$ cat config.mk
export PLATFORM = sky130hd
export DESIGN_NAME = utf8_to_utf16_transcoder_top
export DESIGN_NICKNAME = d
export VERILOG_FILES = /design/src/sv/u8u16_pkg.sv /design/src/sv/u8u16_front.sv /design/src/sv/u8u16_queue.sv /design/src/sv/u8u16_back.sv /design/src/sv/utf8_to_utf16_transcoder_top.sv
export SDC_FILE = /design/constraint.sdc
export NUM_CORES = 1
export LEC_CHECK = 0
export ABC_AREA = 0
export BUFFER_PORTS_ARGS = -buffer_cell sky130_fd_sc_hd__buf_2
export CORE_ASPECT_RATIO = 0.5
export CORE_UTILIZATION = 40
export CTS_CLUSTER_SIZE = 25
export DETAILED_ROUTE_END_ITERATION = 6
export SETUP_SLACK_MARGIN = 0.02
export SLEW_MARGIN = 20
export SYNTH_ARGS = -nofsm -noshare
export SYNTH_HDL_FRONTEND = slang
export SYNTH_SLANG_ARGS = --single-unit
export TNS_END_PERCENT = 100
$ cat constraint.sdc
create_clock -name clk -period 10.7 [get_ports clk]
set_input_delay 1.605 -clock clk [delete_from_list [all_inputs] [get_ports clk]]
set_output_delay 1.605 -clock clk [all_outputs]
set_load 0.01 [all_outputs]
$ cat src/sv/u8u16_pkg.sv
// Shared types and constants of the UTF-8 to UTF-16 transcoder.
`timescale 1ns / 1ps

package u8u16_pkg;

  localparam logic [15:0] REPL_UNIT   = 16'hFFFD;
  localparam logic [20:0] MAX_POINT   = 21'h10FFFF;
  localparam logic [20:0] SURR_FIRST  = 21'h00D800;
  localparam logic [20:0] SURR_LAST   = 21'h00DFFF;
  localparam logic [20:0] BMP_LAST    = 21'h00FFFF;
  localparam logic [20:0] SUPP_BASE   = 21'h010000;
  localparam logic [15:0] HIGH_SURR   = 16'hD800;
  localparam logic [15:0] LOW_SURR    = 16'hDC00;
  localparam int          QUEUE_DEPTH = 2;

  typedef struct packed {
    logic [7:0] text_byte;
    logic       final_byte;
  } in_req_t;

  typedef struct packed {
    logic [15:0] code_unit;
    logic        run_last;
    logic        text_end;
  } out_req_t;

  typedef struct packed {
    logic [1:0]  rep_cnt;
    logic [1:0]  tail_cnt;
    logic [15:0] tail0;
    logic [15:0] tail1;
    logic        fin;
  } job_t;

endpackage

$ cat src/sv/u8u16_front.sv
// Front end: decodes each UTF-8 byte into a job of replacement and tail units.
`timescale 1ns / 1ps

module u8u16_front
  import u8u16_pkg::*;
(
  input  logic    clk,
  input  logic    rst_n,
  input  logic    in_valid,
  output logic    in_ready,
  input  in_req_t in_req,
  output logic    job_push,
  output job_t    job,
  input  logic    queue_full
);

  logic [20:0] pp_r, pp_nxt;
  logic [1:0]  exp_r, exp_nxt;
  logic [1:0]  acc_r, acc_nxt;

  logic [7:0]  b;
  logic        fin;
  logic        take;
  logic [20:0] pp_cat;
  logic [1:0]  acc_inc;
  logic [20:0] supp;
  logic        bad_point;
  logic        lead;

  assign in_ready = !queue_full;
  assign take     = in_valid && in_ready;
  assign b        = in_req.text_byte;
  assign fin      = in_req.final_byte;
  assign pp_cat   = {pp_r[14:0], b[5:0]};
  assign acc_inc  = acc_r + 2'd1;
  assign supp     = pp_cat - SUPP_BASE;
  assign bad_point = (pp_cat > MAX_POINT) || ((pp_cat >= SURR_FIRST) && (pp_cat <= SURR_LAST));

  always_comb begin
    pp_nxt       = pp_r;
    exp_nxt      = exp_r;
    acc_nxt      = acc_r;
    lead         = 1'b0;
    job.rep_cnt  = 2'd0;
    job.tail_cnt = 2'd0;
    job.tail0    = REPL_UNIT;
    job.tail1    = REPL_UNIT;
    job.fin      = fin;
    if ((exp_r != 2'd0) && (b[7:6] == 2'b10)) begin
      pp_nxt  = pp_cat;
      acc_nxt = acc_inc;
      if (acc_inc >= exp_r) begin
        pp_nxt  = '0;
        exp_nxt = 2'd0;
        acc_nxt = 2'd0;
        if (bad_point || (pp_cat <= BMP_LAST)) begin
          job.tail_cnt = 2'd1;
          job.tail0    = bad_point ? REPL_UNIT : pp_cat[15:0];
        end else begin
          job.tail_cnt = 2'd2;
          job.tail0    = HIGH_SURR + {6'd0, supp[19:10]};
          job.tail1    = LOW_SURR + {6'd0, supp[9:0]};
        end
      end else if (fin) begin
        job.rep_cnt = acc_inc + 2'd1;
        pp_nxt      = '0;
        exp_nxt     = 2'd0;
        acc_nxt     = 2'd0;
      end
    end else begin
      if (exp_r != 2'd0) begin
        job.rep_cnt = acc_inc;
      end
      pp_nxt  = '0;
      exp_nxt = 2'd0;
      acc_nxt = 2'd0;
      if (!b[7]) begin
        job.tail_cnt = 2'd1;
        job.tail0    = {8'd0, b};
      end else if (b[7:5] == 3'b110) begin
        pp_nxt  = {16'd0, b[4:0]};
        exp_nxt = 2'd1;
        lead    = 1'b1;
      end else if (b[7:4] == 4'b1110) begin
        pp_nxt  = {17'd0, b[3:0]};
        exp_nxt = 2'd2;
        lead    = 1'b1;
      end else if (b[7:3] == 5'b11110) begin
        pp_nxt  = {18'd0, b[2:0]};
        exp_nxt = 2'd3;
        lead    = 1'b1;
      end else begin
        job.tail_cnt = 2'd1;
      end
      if (fin && lead) begin
        job.tail_cnt = 2'd1;
        pp_nxt       = '0;
        exp_nxt      = 2'd0;
      end
    end
  end

  assign job_push = take && ((job.rep_cnt != 2'd0) || (job.tail_cnt != 2'd0));

  always_ff @(posedge clk) begin
    if (!rst_n) begin
      pp_r  <= '0;
      exp_r <= 2'd0;
      acc_r <= 2'd0;
    end else if (take) begin
      pp_r  <= pp_nxt;
      exp_r <= exp_nxt;
      acc_r <= acc_nxt;
    end
  end

endmodule

$ cat src/sv/u8u16_queue.sv
// Two-entry job queue between the decoder front end and the unit emitter.
`timescale 1ns / 1ps

module u8u16_queue
  import u8u16_pkg::*;
(
  input  logic clk,
  input  logic rst_n,
  input  logic push,
  input  job_t push_job,
  output logic full,
  input  logic pop,
  output logic not_empty,
  output job_t head
);

  job_t       q_r [QUEUE_DEPTH];
  logic       wr_ptr_r, wr_ptr_nxt;
  logic       rd_ptr_r, rd_ptr_nxt;
  logic [1:0] cnt_r, cnt_nxt;

  assign full      = (cnt_r == 2'(QUEUE_DEPTH));
  assign not_empty = (cnt_r != 2'd0);
  assign head      = q_r[rd_ptr_r];

  always_comb begin
    wr_ptr_nxt = push ? !wr_ptr_r : wr_ptr_r;
    rd_ptr_nxt = pop ? !rd_ptr_r : rd_ptr_r;
    cnt_nxt    = cnt_r + {1'b0, push} - {1'b0, pop};
  end

  always_ff @(posedge clk) begin
    if (!rst_n) begin
      wr_ptr_r <= 1'b0;
      rd_ptr_r <= 1'b0;
      cnt_r    <= 2'd0;
    end else begin
      wr_ptr_r <= wr_ptr_nxt;
      rd_ptr_r <= rd_ptr_nxt;
      cnt_r    <= cnt_nxt;
    end
  end

  always_ff @(posedge clk) begin
    if (push) begin
      q_r[wr_ptr_r] <= push_job;
    end
  end

endmodule

$ cat src/sv/u8u16_back.sv
// Back end: emits the units of each queued job one per cycle into the output register while out_ready is high.
`timescale 1ns / 1ps

module u8u16_back
  import u8u16_pkg::*;
(
  input  logic     clk,
  input  logic     rst_n,
  input  logic     job_ready,
  input  job_t     head,
  output logic     job_pop,
  output logic     out_valid,
  input  logic     out_ready,
  output out_req_t out_req
);

  logic [1:0] idx_r, idx_nxt;
  logic       out_valid_r, out_valid_nxt;
  out_req_t   out_req_r;
  out_req_t   unit;
  logic       load;
  logic [2:0] total;
  logic [1:0] tail_idx;
  logic       last;

  assign total    = {1'b0, head.rep_cnt} + {1'b0, head.tail_cnt};
  assign last     = ({1'b0, idx_r} + 3'd1) == total;
  assign tail_idx = idx_r - head.rep_cnt;
  assign load     = job_ready && (!out_valid_r || out_ready);
  assign job_pop  = load && last;

  always_comb begin
    if (idx_r < head.rep_cnt) begin
      unit.code_unit = REPL_UNIT;
    end else if (tail_idx == 2'd0) begin
      unit.code_unit = head.tail0;
    end else begin
      unit.code_unit = head.tail1;
    end
    unit.run_last = last;
    unit.text_end = last && head.fin;
    idx_nxt       = idx_r;
    out_valid_nxt = out_valid_r;
    if (load) begin
      idx_nxt       = last ? 2'd0 : idx_r + 2'd1;
      out_valid_nxt = 1'b1;
    end else if (out_ready) begin
      out_valid_nxt = 1'b0;
    end
  end

  always_ff @(posedge clk) begin
    if (!rst_n) begin
      idx_r       <= 2'd0;
      out_valid_r <= 1'b0;
    end else begin
      idx_r       <= idx_nxt;
      out_valid_r <= out_valid_nxt;
    end
  end

  always_ff @(posedge clk) begin
    if (load) begin
      out_req_r <= unit;
    end
  end

  assign out_valid = out_valid_r;
  assign out_req   = out_req_r;

endmodule

$ cat src/sv/utf8_to_utf16_transcoder_top.sv
// Top level of the UTF-8 to UTF-16 transcoder.
//
// Input channel in_valid/in_ready/in_req carries one UTF-8 byte per request,
// with final_byte set on the last byte of a text. Output channel
// out_valid/out_ready/out_req carries one UTF-16 code unit per request;
// run_last marks the last unit a byte causes, text_end the last unit of a
// text. Malformed input yields U+FFFD units.
// The first unit of a byte passes the job queue and then the output
// register. Throughput: one byte per cycle while each byte gives at most
// one unit and out_ready stays high. A byte that gives more units holds
// the emitter until all of them are out; a two-entry job queue lets the
// decoder keep taking bytes meanwhile.
// A continuation that only extends an open sequence produces no unit.
// Reset empties the queue and the output register and closes any open
// sequence; no clearing pass is needed. When the receiver stalls, the
// output register holds its unit, the queue fills, then in_ready drops.
`timescale 1ns / 1ps

module utf8_to_utf16_transcoder_top
  import u8u16_pkg::*;
(
  input  logic     clk,
  input  logic     rst_n,
  input  logic     in_valid,
  output logic     in_ready,
  input  in_req_t  in_req,
  output logic     out_valid,
  input  logic     out_ready,
  output out_req_t out_req
);

  logic job_push;
  job_t job;
  logic queue_full;
  logic job_pop;
  logic job_ready;
  job_t head;

  u8u16_front u_front (
    .clk        (clk),
    .rst_n      (rst_n),
    .in_valid   (in_valid),
    .in_ready   (in_ready),
    .in_req     (in_req),
    .job_push   (job_push),
    .job        (job),
    .queue_full (queue_full)
  );

  u8u16_queue u_queue (
    .clk       (clk),
    .rst_n     (rst_n),
    .push      (job_push),
    .push_job  (job),
    .full      (queue_full),
    .pop       (job_pop),
    .not_empty (job_ready),
    .head      (head)
  );

  u8u16_back u_back (
    .clk       (clk),
    .rst_n     (rst_n),
    .job_ready (job_ready),
    .head      (head),
    .job_pop   (job_pop),
    .out_valid (out_valid),
    .out_ready (out_ready),
    .out_req   (out_req)
  );

endmodule
==> results.py <==
metrics = {
    "logic_synthesis": {
        "synth-simple-area-share_pct": 15.1,
        "synth_top_family_by_area": "simple AND/OR/NAND/NOR gates",
        "synth_cell_type_count": 52,
        "synthXorXnorAreaFrac_pct": 2.51,
        "yosysSeqAreaShare_pct": 60.9,
        "avgSynthCellArea_um2": 12.6,
        "netlist_area_mm2": 0.00493,
        "syn-num-nets": 415,
        "synth_edf_count": 82,
        "synthMuxAreaShare_pct": 7.63,
        "ys_async_sr_fraction_pct": 0,
        "synth_cells": 391,
        "yosysWarnings": 0,
        "synth_seq_cells": 109,
        "synth-main-ff-cell": "edfxtp_1",
        "synth_fa_ha_area_share_pct": 2.94,
        "synth-compound-area-share_pct": 8.45,
    },
    "grt": {
        "grt-ovfl-total": 0,
        "grtUsageTotal_pct": 16.6,
        "antenna_found_initial": 0,
        "grt_first_pass_wirelength_mm": 15.7,
        "grt_pass1_vias": 2848,
        "grt_max_degree": 33,
    },
    "cts": {
        "numCtsBuffers": 9,
        "cts.clk_slew.worst_paths_ps": 70,
        "hold_buffers": 0,
        "cts_sinks": 109,
        "tritoncts": "yes",
        "cts_resized": 0,
        "ctsHtreeMaxLevel": 3,
        "clk_path_buf_depth": 2,
        "cts-root-buf": "clkbuf_16",
        "insertion_delay_ps": 350,
        "cts_setup_buffers": 0,
    },
    "sta": {
        "skew_ps": 12.3,
        "maxSlewViolCount": 0,
        "timing.final.ws_setup_ps": 7190,
        "slew_headroom_pct": 42.9,
        "setup_viol": 0,
        "hold_viol_final": 0,
        "fmaxAchievable_ghz": 0.285,
        "tns_ps": 0,
        "fin_crit_ps": 3510,
        "max_slew.worst_pin.slew_ps": 856,
        "rsz0062_at_grt": "false",
        "fin_crit_sh_pct": 32.8,
    },
    "cells_and_area": {
        "area_growth_pct": 12.8,
        "post-route-util_pct": 46.7,
        "antenna-diode-count": 0,
        "final_common_cell": "edfxtp_1",
        "stdcell_count": 593,
        "final_area_mm2": 0.00556,
        "nNetsFinal": 447,
        "final_cell_mix": "82 x edfxtp_1, 52 x nand2_1, 32 x buf_2, 27 x dfxtp_1, 19 x a21oi_1",
        "drive_above_1_share_pct": 21.7,
    },
    "power": {
        "ir_drop_mv": 0.0877,
        "pwr-share-seq_pct": 46.5,
        "power_density_mw_per_mm2": 214,
        "swShare_pct": 30.9,
        "leakage_uw": 0.00176,
        "pwr-share-clk_pct": 27.0,
        "p_int_uw": 824,
        "pwr-share-comb_pct": 26.5,
        "p_sw_uw": 369,
    },
    "critical_path": {
        "r2r_slack_ps": 7440,
        "crit_arrival_ps": 3510,
        "ff2ff_path_depth": 13,
        "setup.worst_path.class": "in2reg",
        "cp-end-kind": "flop",
        "r2r-end": "u_queue.cnt_r[1]$_SDFF_PN0_",
        "worstPathMaxFanout": 32,
        "critPathLaunchType": "input pin",
        "crit_start": "in_req[7]",
        "crit_required_ps": 10700,
        "endpoint": "u_queue.q_r[1][17]$_DFFE_PP_",
    },
    "flow_run": {
        "maxCapViolations": 0,
    },
    "min_path": {
        "hold_path.class": "reg2reg",
    },
    "routing": {
        "dr_total_vias": 3066,
        "drc": 0,
        "wl_per_cell_um": 16.5,
        "drt_wl_total_mm": 9.80,
        "drtIter0Drc": 202,
        "drtPass1Iterations": 5,
        "antenna_left": 0,
        "vias_per_cell": 5.17,
    },
    "placed_design": {
        "place_ws_ps": 6820,
        "place_area_mm2": 0.00527,
        "dp.cells": 577,
        "dp_hpwl_mm": 7.03,
        "portBuffers": 32,
        "gp_congestion": 0.868,
    },
    "floorplanning": {
        "io_pins": 33,
        "die_h_um": 80.5,
        "coreArea_mm2": 0.0119,
        "fp.dieArea_mm2": 0.0128,
        "rows": 28,
        "die_w_um": 159,
        "start_util_pct": 41.4,
    },
    "outcome": {
        "status": "completed",
    },
}
==> layout make-up <==
class	instances	area, µm²
Multi-Input combinational cell	250	1810
Clock inverter	6	63.8
Fill cell	1090	6350
Tap cell	165	206
Clock buffer	10	229
Timing Repair Buffer	35	183
Inverter	18	67.6
Sequential cell	109	3000
==> per-layer routing <==
layer / vias to the layer above / wire (µm) / global-route usage, %
met5: - / 0 / 0
met4: 0 / 26 / 3.37
met3: 4 / 674 / 6.15
met2: 86 / 4010 / 23.0
met1: 1470 / 5080 / 24.5
li1: 1506 / - / -
==> cell usage after synthesis (2+ instances only) <==
cell type  instances  share of area [%]
a211oi_1           2               0.30
a21boi_0           4               0.61
a21oi_1           19                1.9
a22oi_1            3               0.46
a31oi_1            3               0.38
and2_1             8                1.0
clkbuf_1          12               0.91
dfxtp_1           27                 11
edfxtp_1          82                 50
ha_1              10                2.5
inv_1             18                1.4
mux2_2             3               0.68
mux2i_1            8                1.6
mux4_2            11                5.0
nand2_1           52                4.0
nand2b_1           4               0.51
nand3_1           13                1.3
nand4_1            7               0.89
nor2_1            20                1.5
nor2b_1            5               0.63
nor3_1             3               0.30
nor4bb_1           2               0.41
o21ai_0            9               0.91
o22ai_1            3               0.38
o311ai_0           2               0.36
o31ai_1            2               0.30
o32a_2             5                1.1
or2_2             13                1.6
or3_1              9                1.1
xnor2_1            6                1.1
xor2_1             5               0.89
==> worst min-delay path by stage <==
stage | start | endpoint | slack, ps | cells after the start
floorplan | u_front.pp_r[13]$_SDFFE_PN0P_ | u_front.pp_r[13]$_SDFFE_PN0P_ | 460 | 2
global placement | u_front.exp_r[1]$_SDFFE_PN0P_ | u_front.exp_r[1]$_SDFFE_PN0P_ | 480 | 2
detailed placement | u_front.pp_r[13]$_SDFFE_PN0P_ | u_front.pp_r[13]$_SDFFE_PN0P_ | 490 | 2
CTS | u_front.pp_r[13]$_SDFFE_PN0P_ | u_front.pp_r[13]$_SDFFE_PN0P_ | 500 | 2
global route | u_front.exp_r[1]$_SDFFE_PN0P_ | u_front.exp_r[1]$_SDFFE_PN0P_ | 520 | 2
finish | u_front.pp_r[13]$_SDFFE_PN0P_ | u_front.pp_r[13]$_SDFFE_PN0P_ | 490 | 2
==> critical path, stage by stage <==
cell,delay (ps)
buf_2,130
nand2b_1,200
a2111o_1,460
o221a_2,320
a21oi_1,120
o21ai_1,130
nor2_2,130
buf_4,400
==> power groups by stage <==
stage	clock network [µW]	logic (µW)	registers, µW
after global placement	0	320	564
after global routing	352	356	560
after detailed placement	0	323	565
after CTS	331	324	556
after floorplan	0	224	572
final	322	316	555
==> flip-flops by register name, summed over array words and instances (netlist names), named ones only <==
signal            cells
u_front.pp_r         15
u_back.idx_r          2
u_queue.wr_ptr_r      1
u_queue.q_r          64
u_queue.rd_ptr_r      1
u_back.out_req       18
u_queue.cnt_r         2
u_back.out_valid      1
u_front.acc_r         2
u_front.exp_r         2
==> metrics by stage <==
stage	hold WS (ps)	total power, µW
global placement	482	884
finish	495	1190
detailed placement	491	888
global route	521	1270
CTS	502	1210
floorplan	461	796
==> logic make-up after synthesis <==
kind of cell    count (synthesis)
compound gates                 61
xor+xnor                       12
fa+ha+maj                      11
buf+inv                        32
flops                         109
mux                            23
simple gates                  143
(Power assumes the default switching activity.)
